<file path="config.mk">
export PLATFORM = sky130hd
export DESIGN_NAME = rme_sqrt_cell
export DESIGN_NICKNAME = d
export VERILOG_FILES = /design/src/design/assert_macros.svh /design/src/design/rme_pkg.sv /design/src/design/rme_sqrt_cell.sv
export SDC_FILE = /design/constraint.sdc
export NUM_CORES = 1
export LEC_CHECK = 0
export BUFFER_PORTS_ARGS = -buffer_cell sky130_fd_sc_hd__buf_4
export CAP_MARGIN = 25
export CORE_MARGIN = 1.5
export CORE_UTILIZATION = 35
export CTS_BUF_LIST = sky130_fd_sc_hd__clkbuf_8
export DETAILED_ROUTE_END_ITERATION = 6
export PLACE_DENSITY = 0.68
export SLEW_MARGIN = 20
export SYNTH_ARGS = -nofsm -noshare
export SYNTH_HDL_FRONTEND = slang
export SYNTH_SLANG_ARGS = --single-unit
</file>
<file path="constraint.sdc">
create_clock -name clk_i -period 5.8 [get_ports clk_i]
set_input_delay 0.29 -clock clk_i [delete_from_list [all_inputs] [get_ports clk_i]]
set_output_delay 0.29 -clock clk_i [all_outputs]
set_load 0.01 [all_outputs]
</file>
<file path="src/design/assert_macros.svh">
// Shared assertion shorthands for the design folder.
`ifndef ASSERT_MACROS_SVH
`define ASSERT_MACROS_SVH

// Property holds at every edge outside reset.
`define ASSERT_ALWAYS(lbl, clk, rst_n, prop, msg) \
  lbl: assert property (@(posedge clk) disable iff (!rst_n) (prop)) else $error(msg);

// Consequent holds in the same cycle as the antecedent.
`define ASSERT_IMPLIES(lbl, clk, rst_n, pre, con, msg) \
  lbl: assert property (@(posedge clk) disable iff (!rst_n) (pre) |-> (con)) else $error(msg);

`endif

</file>
<file path="src/design/rme_pkg.sv">
package rme_pkg;

  localparam int ROTATION_STAGES = 16;
  localparam int CORDIC_STAGES   = (ROTATION_STAGES > 24) ? 24 : ROTATION_STAGES;
  localparam int SQRT_STAGES     = 15;

  localparam logic signed [16:0] PI_Q13      = 17'sd25736;
  localparam logic signed [16:0] HALF_PI_Q13 = 17'sd12868;
  localparam logic signed [27:0] PI_Q24      = 28'sd52707179;
  localparam logic signed [17:0] ONE_Q14     = 18'sd16384;

  localparam logic [1:0] LOCK_NONE = 2'd0;
  localparam logic [1:0] LOCK_NEG  = 2'd1;
  localparam logic [1:0] LOCK_POS  = 2'd2;

  localparam int NUM_LANES = 5;

  typedef struct packed {
    logic signed [33:0] x;
    logic signed [33:0] y;
    logic signed [27:0] ang;
    logic               zero;
  } lane_t;

  typedef struct packed {
    logic signed [15:0] m00;
    logic signed [15:0] m01;
    logic signed [15:0] m12;
    logic signed [15:0] m22;
    logic signed [16:0] zy;
    logic signed [16:0] zx;
    logic signed [15:0] s;
    logic [1:0]         lock;
  } sq_pay_t;

  typedef struct packed {
    sq_pay_t     pay;
    logic [29:0] n;
    logic [29:0] root;
  } sq_t;

  typedef struct packed {
    logic [1:0]              lock;
    lane_t [NUM_LANES-1:0]   lane;
  } cd_t;

  function automatic logic signed [27:0] atan_q24(input logic [4:0] i);
    logic signed [27:0] r;
    unique case (i)
      5'd0:  r = 28'sd13176795;
      5'd1:  r = 28'sd7778716;
      5'd2:  r = 28'sd4110060;
      5'd3:  r = 28'sd2086331;
      5'd4:  r = 28'sd1047214;
      5'd5:  r = 28'sd524117;
      5'd6:  r = 28'sd262123;
      5'd7:  r = 28'sd131069;
      5'd8:  r = 28'sd65536;
      5'd9:  r = 28'sd32768;
      5'd10: r = 28'sd16384;
      5'd11: r = 28'sd8192;
      5'd12: r = 28'sd4096;
      5'd13: r = 28'sd2048;
      5'd14: r = 28'sd1024;
      5'd15: r = 28'sd512;
      5'd16: r = 28'sd256;
      5'd17: r = 28'sd128;
      5'd18: r = 28'sd64;
      5'd19: r = 28'sd32;
      5'd20: r = 28'sd16;
      5'd21: r = 28'sd8;
      5'd22: r = 28'sd4;
      5'd23: r = 28'sd2;
      default: r = 28'sd0;
    endcase
    return r;
  endfunction

  // Fold the vector into the right half plane and scale it up.
  function automatic lane_t pre_lane(input logic signed [16:0] y, input logic signed [16:0] x);
    lane_t l;
    logic signed [16:0] vx;
    logic signed [16:0] vy;
    vx = x[16] ? -x : x;
    vy = x[16] ? -y : y;
    l.x    = {{3{vx[16]}}, vx, 14'b0};
    l.y    = {{3{vy[16]}}, vy, 14'b0};
    l.ang  = x[16] ? (y[16] ? -PI_Q24 : PI_Q24) : 28'sd0;
    l.zero = (x == 17'sd0) && (y == 17'sd0);
    return l;
  endfunction

  function automatic logic signed [16:0] round_ang(input lane_t l);
    logic signed [27:0] t;
    logic signed [16:0] r;
    t = l.ang + 28'sd1024;
    r = t[27:11];
    if (l.zero) begin
      r = 17'sd0;
    end else if (r > PI_Q13) begin
      r = PI_Q13;
    end else if (r < -PI_Q13) begin
      r = -PI_Q13;
    end
    return r;
  endfunction

  function automatic logic [17:0] abs18(input logic signed [17:0] v);
    return v[17] ? 18'(-v) : 18'(v);
  endfunction

endpackage

</file>
<file path="src/design/rme_sqrt_cell.sv">
module rme_sqrt_cell import rme_pkg::*; (
  input  logic       clk_i,
  input  logic       rst_ni,
  input  logic [3:0] step_i,
  input  logic       in_valid_i,
  output logic       in_ready_o,
  input  sq_t        in_data_i,
  output logic       out_valid_o,
  input  logic       out_ready_i,
  output sq_t        out_data_o
);

  logic        valid_q;
  sq_t         data_q, data_d;
  logic [29:0] bit_w;
  logic [29:0] trial;

  assign in_ready_o = !valid_q || out_ready_i;
  assign bit_w      = 30'(1) << (5'd28 - {step_i, 1'b0});
  assign trial      = in_data_i.root + bit_w;

  always_comb begin
    data_d = in_data_i;
    if (in_data_i.n >= trial) begin
      data_d.n    = in_data_i.n - trial;
      data_d.root = (in_data_i.root >> 1) + bit_w;
    end else begin
      data_d.root = in_data_i.root >> 1;
    end
  end

  always_ff @(posedge clk_i or negedge rst_ni) begin
    if (!rst_ni) begin
      valid_q <= 1'b0;
    end else if (in_ready_o) begin
      valid_q <= in_valid_i;
    end
  end

  always_ff @(posedge clk_i) begin
    if (in_ready_o && in_valid_i) begin
      data_q <= data_d;
    end
  end

  assign out_valid_o = valid_q;
  assign out_data_o  = data_q;

endmodule

</file>
==> results.md <==
- Number of flops mapped to enable cells by yosys: 176
- Design Power: 3.25 mW
- Dpl hpwl: 23200 µm
- Layout Nets: 1528
- CTS max path bufs: 2
- FF+latch area: 5310 µm²
- CTS root buf: clkbuf_8
- IO buf count: 361
- Mapped Area: 9610 µm²
- Syn_area_per_cell: 11.7 µm²
- Die ar.: 28500 µm²
- Die outline height: 169 µm
- CTS Buf Count: 17
- Routed vias/inst: 5.05
- Power Density: 228 nW/µm²
- Yosys warning count: 0
- Final WL: 31800 µm
- Kind of critical path: input pin to flip-flop
- Count leader, synth: edfxtp_1
- Synth Net Count: 1056
- Non-Filler Instances: 1649
- Placer Congestion: 0.895
- Vias: 8335
- Starting DRT DRC Count: 574
- Dpl cell area: 12700 µm²
- Tcrit/Tclk final: 92.5%
- Final setup fails: 0
- Routed WL per cell: 19.3 µm
- Total clock sinks: 177
- FF+latch count, synth: 177
- Layout cells sized above 1: 33.3%
- Num ports: 362
- Post-DRT Antenna Nets: 0
- Critical Path RT: 6.01 ns
- Synth top area cells: edfxtp_1, ha_1, xnor2_1
- Fin crit period: 5.36 ns
- Psw: 0.990 mW
- Yosys cell types: 73
- Post-CTS Resized: 0
- Clock slew at reported path FFs: 0.11 ns
- Commonest cells in the netlist: edfxtp_1, nand2_1, o21ai_0
- # rows: 60
- GRT overflow: 0
- Peak VDD IR: 0.000157 V
- H-Tree Depth: 4
- Initial antenna violation count: 2
- Initial Utilization: 35.7%
- Final TNS setup: 0 ns
- Synth area leader: edfxtp_1
- Clk pwr share: 26.8%
- RSZ-0062 raised after global routing: false
- Worst-Skew Late Latency: 0.46 ns
- Gate count of the mapped netlist: 823
- Main flop type after synthesis: edfxtp_1
- Setup crit end kind: flip-flop
- Sequential share of power: 47.7%
- GRT Overall Usage: 21.9%
- Inst Count DP: 1499
- Slew margin rel.: 33.7%
- Number of global-route vias before repair: 8186
- Internal power: 2.26 mW
- Filler instances: 2345
- CP Launch Type: input pin
- Min-Delay Path Class: input pin to flip-flop
- Max Clock Skew: 0.0181 ns
- Sw Ratio: 30.5%
- Worst path arrival time: 5.57 ns
- Die width: 169 µm
- Max Cap Viol: 0
- Worst Max-Slew Pin Slew: 0.994 ns
- Largest net degree at the start of global routing: 177
- Share of the synthesized area in the top cell type: 55.0%
- Final instance area: 14300 µm²
- Combinational Power Share: 25.5%
- DRC viols: 0
- Largest fanout on the critical path: 58
- Hold Vio Cnt, Final: 0
- Number of diodes: 0
- Multi-input gate area: 4070 µm²
- Layout area overhead: 48.4%
- CTS tree: yes
- Leakage power: 5.84 nW
- Slew Viols, Final: 0
- Status: completed
- Fmax achieved: 186 MHz
- DR pass1 iterations: 5
- Global-route wire length before repair: 46900 µm
- Post-synth ARST share: 0.565%
- Sequential share of the synthesized area: 55.2%
- Core Area: 27000 µm²
[critical path: stages]
cell and delay [ns]:
buf_4 0.16, nand2b_1 0.10, nor2_1 0.07, ha_1 0.20, ha_1 0.23, a21oi_1 0.29, nor4b_1 0.11, o211ai_1 0.39
nor2_1 0.10, a21oi_1 0.17, o21ai_0 0.17, maj3_1 0.37, nand2_1 0.09, xor2_1 0.18, ha_1 0.32, and3_1 0.24
nand3_1 0.10, o211ai_1 0.09, a21oi_1 0.19, o31ai_2 0.11, a21oi_2 0.21, o21a_2 0.18, nor3_2 0.06, a2111oi_4 0.47
buf_12 0.29, mux2_2 0.37
[placed cells by master (no fill, tap or decap), types with 5 or more instances in the layout]
cell,count
a21o_1,11
a21oi_1,41
a31oi_1,12
and3_1,8
buf_4,364
clkbuf_8,17
dlygate4sd3_1,118
edfxtp_1,176
ha_1,48
inv_1,24
mux2_2,10
nand2_1,84
nand2b_1,15
nand3_1,18
nand4_1,10
nor2_1,47
nor2b_1,9
nor3_1,10
o211ai_1,5
o21ai_0,68
o21ai_1,5
o21bai_1,5
o31ai_1,12
xnor2_1,54
xor2_1,41
[metrics by stage]
step / setup WS, ns / hold slack (ns) / utilization (%)
final: 0.437 / 0.115 / 52.9
after global routing: 0.0411 / 0.0828 / 52.9
after CTS: 0.441 / 0.0838 / 52.9
after detailed placement: -0.0363 / 0.0661 / 47.1
after global placement: 0.186 / 0.0654 / 47.1
after floorplan: 0.570 / -0.00559 / -
[per-layer routing]
layer	GRT usage [%]	vias to the layer above	part of all wire (%)
met3	5.61	61	6.5
met2	38.6	302	50
li1	-	3996	-
met5	0	-	0.091
met1	24.6	3972	39
met4	10.5	4	4.5
[cells by family after synthesis]
family                     count (synthesis)  synth area share [%]
muxes                                     11                  1.28
xor gates and xnor gates                  96                  8.82
and+or+nand+nor                          233                  12.0
DFF                                      177                  55.2
buffers and inverters                     55                  2.49
AOI/OAI and AO/OA                        199                  13.4
adders and majority gates                 52                  6.77
[power by group through the flow]
stage	combinational, mW	sequential, mW	clock, mW
final	0.827	1.55	0.869
after CTS	0.830	1.55	0.910
after global placement	0.749	1.58	0
after detailed placement	0.759	1.58	0
after floorplan	0.366	1.63	0
after global routing	0.895	1.56	0.944
[worst paths after layout]
check                      slack (ns)        endpoint          start  cells past startpoint
max                              0.44  out_data_o[22]      step_i[1]                     26
min                              0.11  out_data_o[35]  in_data_i[35]                      3
max reg2reg                      3.91  out_data_o[62]    out_valid_o                      3
min reg2reg                      0.56     out_valid_o    out_valid_o                      2
max in group asynchronous        5.59     out_valid_o         rst_ni                      2
min in group asynchronous        0.14     out_valid_o         rst_ni                      2
[what timing repair did]
item / in CTS / in global routing
hold buffers: 118 / 0
setup buffers: 0 / 0
setup endpoints to repair: 0 / 0
hold endpoints to repair: 118 / 0
[final cells by class]
| class | instances | share of cell area (%) |
|---|---|---|
| Clock inverter | 15 | 1.16 |
| Tap cell | 341 | 2.99 |
| Multi-Input combinational cell | 591 | 28.5 |
| Timing Repair Buffer | 485 | 27.9 |
| Sequential cell | 177 | 37.2 |
| Inverter | 23 | 0.605 |
| Clock buffer | 17 | 1.64 |
[sequential cells by signal (all words and copies together), names as in the netlist]
register	flops
out_data_o	176
out_valid_o	1
(Power assumes the default switching activity.)
