**src/design/assert_macros.svh**
```systemverilog
// Shared assertion shorthands for the design folder.
`ifndef ASSERT_MACROS_SVH
`define ASSERT_MACROS_SVH

// Property holds at every edge outside reset.
`define ASSERT_ALWAYS(lbl, clk, rst_n, prop, msg) \
  lbl: assert property (@(posedge clk) disable iff (!rst_n) (prop)) else $error(msg);

// Consequent holds in the same cycle as the antecedent.
`define ASSERT_IMPLIES(lbl, clk, rst_n, pre, con, msg) \
  lbl: assert property (@(posedge clk) disable iff (!rst_n) (pre) |-> (con)) else $error(msg);

`endif

```
**src/design/rme_pkg.sv**
```systemverilog
package rme_pkg;

  localparam int ROTATION_STAGES = 16;
  localparam int CORDIC_STAGES   = (ROTATION_STAGES > 24) ? 24 : ROTATION_STAGES;
  localparam int SQRT_STAGES     = 15;

  localparam logic signed [16:0] PI_Q13      = 17'sd25736;
  localparam logic signed [16:0] HALF_PI_Q13 = 17'sd12868;
  localparam logic signed [27:0] PI_Q24      = 28'sd52707179;
  localparam logic signed [17:0] ONE_Q14     = 18'sd16384;

  localparam logic [1:0] LOCK_NONE = 2'd0;
  localparam logic [1:0] LOCK_NEG  = 2'd1;
  localparam logic [1:0] LOCK_POS  = 2'd2;

  localparam int NUM_LANES = 5;

  typedef struct packed {
    logic signed [33:0] x;
    logic signed [33:0] y;
    logic signed [27:0] ang;
    logic               zero;
  } lane_t;

  typedef struct packed {
    logic signed [15:0] m00;
    logic signed [15:0] m01;
    logic signed [15:0] m12;
    logic signed [15:0] m22;
    logic signed [16:0] zy;
    logic signed [16:0] zx;
    logic signed [15:0] s;
    logic [1:0]         lock;
  } sq_pay_t;

  typedef struct packed {
    sq_pay_t     pay;
    logic [29:0] n;
    logic [29:0] root;
  } sq_t;

  typedef struct packed {
    logic [1:0]              lock;
    lane_t [NUM_LANES-1:0]   lane;
  } cd_t;

  function automatic logic signed [27:0] atan_q24(input logic [4:0] i);
    logic signed [27:0] r;
    unique case (i)
      5'd0:  r = 28'sd13176795;
      5'd1:  r = 28'sd7778716;
      5'd2:  r = 28'sd4110060;
      5'd3:  r = 28'sd2086331;
      5'd4:  r = 28'sd1047214;
      5'd5:  r = 28'sd524117;
      5'd6:  r = 28'sd262123;
      5'd7:  r = 28'sd131069;
      5'd8:  r = 28'sd65536;
      5'd9:  r = 28'sd32768;
      5'd10: r = 28'sd16384;
      5'd11: r = 28'sd8192;
      5'd12: r = 28'sd4096;
      5'd13: r = 28'sd2048;
      5'd14: r = 28'sd1024;
      5'd15: r = 28'sd512;
      5'd16: r = 28'sd256;
      5'd17: r = 28'sd128;
      5'd18: r = 28'sd64;
      5'd19: r = 28'sd32;
      5'd20: r = 28'sd16;
      5'd21: r = 28'sd8;
      5'd22: r = 28'sd4;
      5'd23: r = 28'sd2;
      default: r = 28'sd0;
    endcase
    return r;
  endfunction

  // Fold the vector into the right half plane and scale it up.
  function automatic lane_t pre_lane(input logic signed [16:0] y, input logic signed [16:0] x);
    lane_t l;
    logic signed [16:0] vx;
    logic signed [16:0] vy;
    vx = x[16] ? -x : x;
    vy = x[16] ? -y : y;
    l.x    = {{3{vx[16]}}, vx, 14'b0};
    l.y    = {{3{vy[16]}}, vy, 14'b0};
    l.ang  = x[16] ? (y[16] ? -PI_Q24 : PI_Q24) : 28'sd0;
    l.zero = (x == 17'sd0) && (y == 17'sd0);
    return l;
  endfunction

  function automatic logic signed [16:0] round_ang(input lane_t l);
    logic signed [27:0] t;
    logic signed [16:0] r;
    t = l.ang + 28'sd1024;
    r = t[27:11];
    if (l.zero) begin
      r = 17'sd0;
    end else if (r > PI_Q13) begin
      r = PI_Q13;
    end else if (r < -PI_Q13) begin
      r = -PI_Q13;
    end
    return r;
  endfunction

  function automatic logic [17:0] abs18(input logic signed [17:0] v);
    return v[17] ? 18'(-v) : 18'(v);
  endfunction

endpackage

```
**src/design/rme_cordic_cell.sv**
```systemverilog
module rme_cordic_cell import rme_pkg::*; (
  input  logic       clk_i,
  input  logic       rst_ni,
  input  logic [4:0] step_i,
  input  logic       in_valid_i,
  output logic       in_ready_o,
  input  cd_t        in_data_i,
  output logic       out_valid_o,
  input  logic       out_ready_i,
  output cd_t        out_data_o
);

  logic               valid_q;
  cd_t                data_q, data_d;
  logic signed [27:0] step_ang;

  assign in_ready_o = !valid_q || out_ready_i;
  assign step_ang   = atan_q24(step_i);

  // Rotate every lane toward the x axis by one step.
  always_comb begin
    data_d = in_data_i;
    for (int l = 0; l < NUM_LANES; l++) begin
      if (!in_data_i.lane[l].y[33]) begin
        data_d.lane[l].x   = in_data_i.lane[l].x + (in_data_i.lane[l].y >>> step_i);
        data_d.lane[l].y   = in_data_i.lane[l].y - (in_data_i.lane[l].x >>> step_i);
        data_d.lane[l].ang = in_data_i.lane[l].ang + step_ang;
      end else begin
        data_d.lane[l].x   = in_data_i.lane[l].x - (in_data_i.lane[l].y >>> step_i);
        data_d.lane[l].y   = in_data_i.lane[l].y + (in_data_i.lane[l].x >>> step_i);
        data_d.lane[l].ang = in_data_i.lane[l].ang - step_ang;
      end
    end
  end

  always_ff @(posedge clk_i or negedge rst_ni) begin
    if (!rst_ni) begin
      valid_q <= 1'b0;
    end else if (in_ready_o) begin
      valid_q <= in_valid_i;
    end
  end

  always_ff @(posedge clk_i) begin
    if (in_ready_o && in_valid_i) begin
      data_q <= data_d;
    end
  end

  assign out_valid_o = valid_q;
  assign out_data_o  = data_q;

endmodule
```
**config.mk**
```make
export PLATFORM = sky130hd
export DESIGN_NAME = rme_cordic_cell
export DESIGN_NICKNAME = d
export VERILOG_FILES = /design/src/design/assert_macros.svh /design/src/design/rme_pkg.sv /design/src/design/rme_cordic_cell.sv
export SDC_FILE = /design/constraint.sdc
export NUM_CORES = 2
export LEC_CHECK = 0
export ABC_AREA = 0
export CORE_AREA = 2 2 383 385
export DETAILED_ROUTE_END_ITERATION = 8
export DIE_AREA = 0 0 385 387
export DONT_BUFFER_PORTS = 1
export PLACE_DENSITY = 0.61
export SETUP_SLACK_MARGIN = 0.15
export SLEW_MARGIN = 0
export SYNTH_ARGS = -nofsm -noshare
export SYNTH_HDL_FRONTEND = slang
export SYNTH_SLANG_ARGS = --single-unit
export TNS_END_PERCENT = 30
```
**constraint.sdc**
```tcl
create_clock -name clk_i -period 23.1 [get_ports clk_i]
set_input_delay 3.465 -clock clk_i [delete_from_list [all_inputs] [get_ports clk_i]]
set_output_delay 3.465 -clock clk_i [all_outputs]
set_load 0.01 [all_outputs]
```
==> impl_metrics.env <==
export IMPL_gp_congestion=1.03
export IMPL_synthFlopType="edfxtp_1"
export IMPL_worstSetupPathType="in -> reg"
export IMPL_insertion_delay_ps=730
export IMPL_final_hold_viol_count=0
export IMPL_post_cts_resize_count=0
export IMPL_setup_ws_ps=12790
export IMPL_cp_max_fo=288
export IMPL_syn_to_final_growth_pct=3.90
export IMPL_rows=140
export IMPL_root_buffer="clkbuf_16"
export IMPL_wl_met2_um=128000
export IMPL_routed_wl_um=282000
export IMPL_status="complete, no violations"
export IMPL_fin_cells=9055
export IMPL_timing_final_max_slew_violations=0
export IMPL_cts_sinks=488
export IMPL_layout_nets=8057
export IMPL_drt_iter0_drc=7650
export IMPL_wl_met3_um=32900
export IMPL_fmax_ghz=0.0969
export IMPL_worstPathCellList="inv_8 -> buf_4 -> nand2_1 -> a311oi_1 -> nand3_1 -> nor3_1 -> a21oi_1 -> xor2_1 -> ha_1 -> nand2_1 -> o21ai_0 -> or4_1 -> o22a_1 -> and3_1 -> o41ai_1 -> o21ai_0 -> a41o_1 -> o41ai_1 -> xnor3_1"
export IMPL_total_leakage_power_nw=27.0
export IMPL_synth_area_um2=67900
export IMPL_cts_max_path_buffers=3
export IMPL_final_cell_mix="744 x nor2_1, 599 x a21oi_1, 542 x nand2_1, 492 x xnor2_1, 487 x edfxtp_1"
export IMPL_start_util=0.469
export IMPL_final_layout_size_suffix_gt1_frac=0.111
export IMPL_synth_edf_count=487
export IMPL_gr_total_overflow=0
export IMPL_power_density_nw_per_um2=64.3
export IMPL_crit_path_end_kind="flop"
export IMPL_pwr_share_seq=0.315
export IMPL_num_vias=62100
export IMPL_multi_input_area_um2=50500
export IMPL_vias_per_cell=6.86
export IMPL_wl_met1_um=104000
export IMPL_htree_levels=2
export IMPL_pre_cts_slack_ps=12480
export IMPL_fillers=13500
export IMPL_crit_slowest_cell="a311oi_1"
export IMPL_setup_viol=0
export IMPL_first_pass_iters=9
export IMPL_grt_total_usage=0.362
export IMPL_avgSynthCellArea_um2=9.20
export IMPL_grt_max_degree=466
export IMPL_wl_per_cell_um=31.1
export IMPL_async_flop_share=0.00205
export IMPL_die_h_um=387
export IMPL_grt_pass1_wl_um=404000
export IMPL_coreArea_um2=145000
export IMPL_final_common_cell="nor2_1"
export IMPL_relSlewSlack=0.0778
export IMPL_power_switching_mw=1.86
export IMPL_whs_path_depth=2
export IMPL_crit_required_ps=23510
export IMPL_antenna_found_initial=34
export IMPL_rsz0062_at_grt="false"
export IMPL_synth_nets=8371
export IMPL_slowest_delay_ps=1080
export IMPL_fin_crit_ps=10310
export IMPL_hp_start="out_valid_o"
export IMPL_fp_dieArea_um2=149000
export IMPL_ff2ff_path_depth=4
export IMPL_drc=0
export IMPL_r2r_end="out_data_o[240]"
export IMPL_ant_nets=0
export IMPL_critPathArrivalTime_ps=10720
export IMPL_ir_worst_vdd_v=0.0000584
export IMPL_p_comb_frac=0.483
export IMPL_worst_pin_slew_ps=1380
export IMPL_cap_violations=0
export IMPL_synth_seq_cells=488
export IMPL_top_layer="met5"
export IMPL_ios=985
export IMPL_postCtsSetupRepairBufs=0
export IMPL_io_buffers=0
export IMPL_fin_setup_tns_ps=0
export IMPL_place_inst=8923
export IMPL_internal_power_mw=2.67
export IMPL_post_dp_hpwl_um=217000
export IMPL_cts_hold_buf=0
export IMPL_synth_distinct_cells=114
export IMPL_cts_buffers=57
export IMPL_switching_share=0.411
export IMPL_critical_path_startpoint_type="input pin"
export IMPL_total_power_mw=4.54
export IMPL_die_w_um=385
export IMPL_yosysWarnings=0
export IMPL_power_frac_clock=0.202
export IMPL_reg2reg_slack_ps=19840
export IMPL_grt_pass1_vias=58500
export IMPL_final_setup_skew_ps=48.1
export IMPL_period_share=0.447
export IMPL_clkTransAtPathRegs_ps=60
export IMPL_hold_class="reg -> reg"
export IMPL_register_area_um2=14600
export IMPL_crit_family="compound AO/OA/AOI/OAI gates"
export IMPL_ys_seq_area_frac=0.216
export IMPL_path_buf_inv=2
export IMPL_synthCells=7379
export IMPL_hold_end="out_valid_o"
export IMPL_cts_tree="done"
export IMPL_rr_startpoint="out_valid_o"
synth_stat cells, drive strengths merged (19+ instances only):
library cell	number	area [um^2]
a211o	20	175
a211oi	86	656
a21boi	29	218
a21o	186	1400
a21oi	599	3000
a221oi	21	196
a22oi	35	263
a311oi	19	166
a31oi	101	632
and2	89	557
and3	70	439
buf	251	1550
clkbuf	165	619
edfxtp	487	14600
ha	481	6020
inv	181	679
mux2	123	1390
mux2i	330	3310
mux4	425	9610
nand2	545	2050
nand2b	97	607
nand3	134	671
nand4	42	269
nor2	751	2820
nor2b	74	463
nor3	157	817
nor3b	19	184
nor4	32	249
o211ai	48	365
o21a	102	766
o21ai	397	1990
o21bai	53	398
o22ai	61	382
o31a	30	263
o31ai	23	173
o41ai	24	210
or2	32	200
or3	36	230
xnor2	492	4310
xor2	231	2020
worst max-delay path by stage:
stage | from | depth (start not counted) | slack [ps] | endpoint
floorplan | out_ready_i | 2 | 7480 | out_data_o[0]
global placement | step_i[2] | 20 | 12530 | out_data_o[353]
detailed placement | step_i[2] | 20 | 12480 | out_data_o[353]
CTS | step_i[2] | 20 | 13160 | out_data_o[353]
global route | step_i[2] | 19 | 12480 | out_data_o[353]
finish | step_i[2] | 19 | 12790 | out_data_o[353]
cells by family (layout without fill, tap and decap cells):
group	Yosys count	in the layout	synth area share
AO/OA/AOI/OAI	2043	2043	0.195
flip-flops	488	488	0.216
XOR/XNOR	724	724	0.0936
other	0	28	0
AND/OR/NAND/NOR	2149	2149	0.150
adder cells (fa/ha/maj)	496	496	0.0930
multiplexers	878	878	0.211
buffers and inverters	601	332	0.0422
metrics by stage:
| step | area, um^2 | hold WS [ps] | utilization |
|---|---|---|---|
| 6_report | 70600 | 724 | 0.487 |
| 5_1_grt | 70500 | 799 | 0.487 |
| 4_1_cts | 70500 | 743 | 0.487 |
| 3_5_place_dp | 68600 | 727 | 0.474 |
| 3_3_place_gp | 68600 | 742 | 0.474 |
| 2_1_floorplan | 67900 | 622 | - |
worst register-to-register path, delay by kind of cell (launching register included):
kind | cells | cell delay [ps]
buffers and inverters | 2 | 1670
and+or+nand+nor | 2 | 750
DFF | 1 | 410
layer usage:
| layer | vias up | GRT usage |
|---|---|---|
| met5 | - | 0 |
| met4 | 14 | 0.186 |
| met3 | 777 | 0.118 |
| met2 | 3475 | 0.578 |
| met1 | 30200 | 0.433 |
| li1 | 27600 | - |
cell type report:
type | instances | area share
inverter | 185 | 0.0102
clock inverter | 40 | 0.00578
sequential | 488 | 0.208
timing repair buffer | 43 | 0.00511
tap | 1917 | 0.0340
multi-input combinational | 6290 | 0.716
clock buffer | 64 | 0.0206
antenna | 28 | 0.000993
power by group through the flow:
stage               clock network (mW)  logic, mW  registers [mW]
global route                     0.965       2.37            1.44
CTS                              0.933       2.15            1.43
detailed placement                   0       2.13            1.45
floorplan                            0       1.69            1.41
finish                           0.916       2.19            1.43
global placement                     0       2.13            1.45
sequential cells by signal, summed over array words and instances (netlist names):
name / cells
out_valid_o: 1
out_data_o: 487
Power figures use the tool's default switching activity.
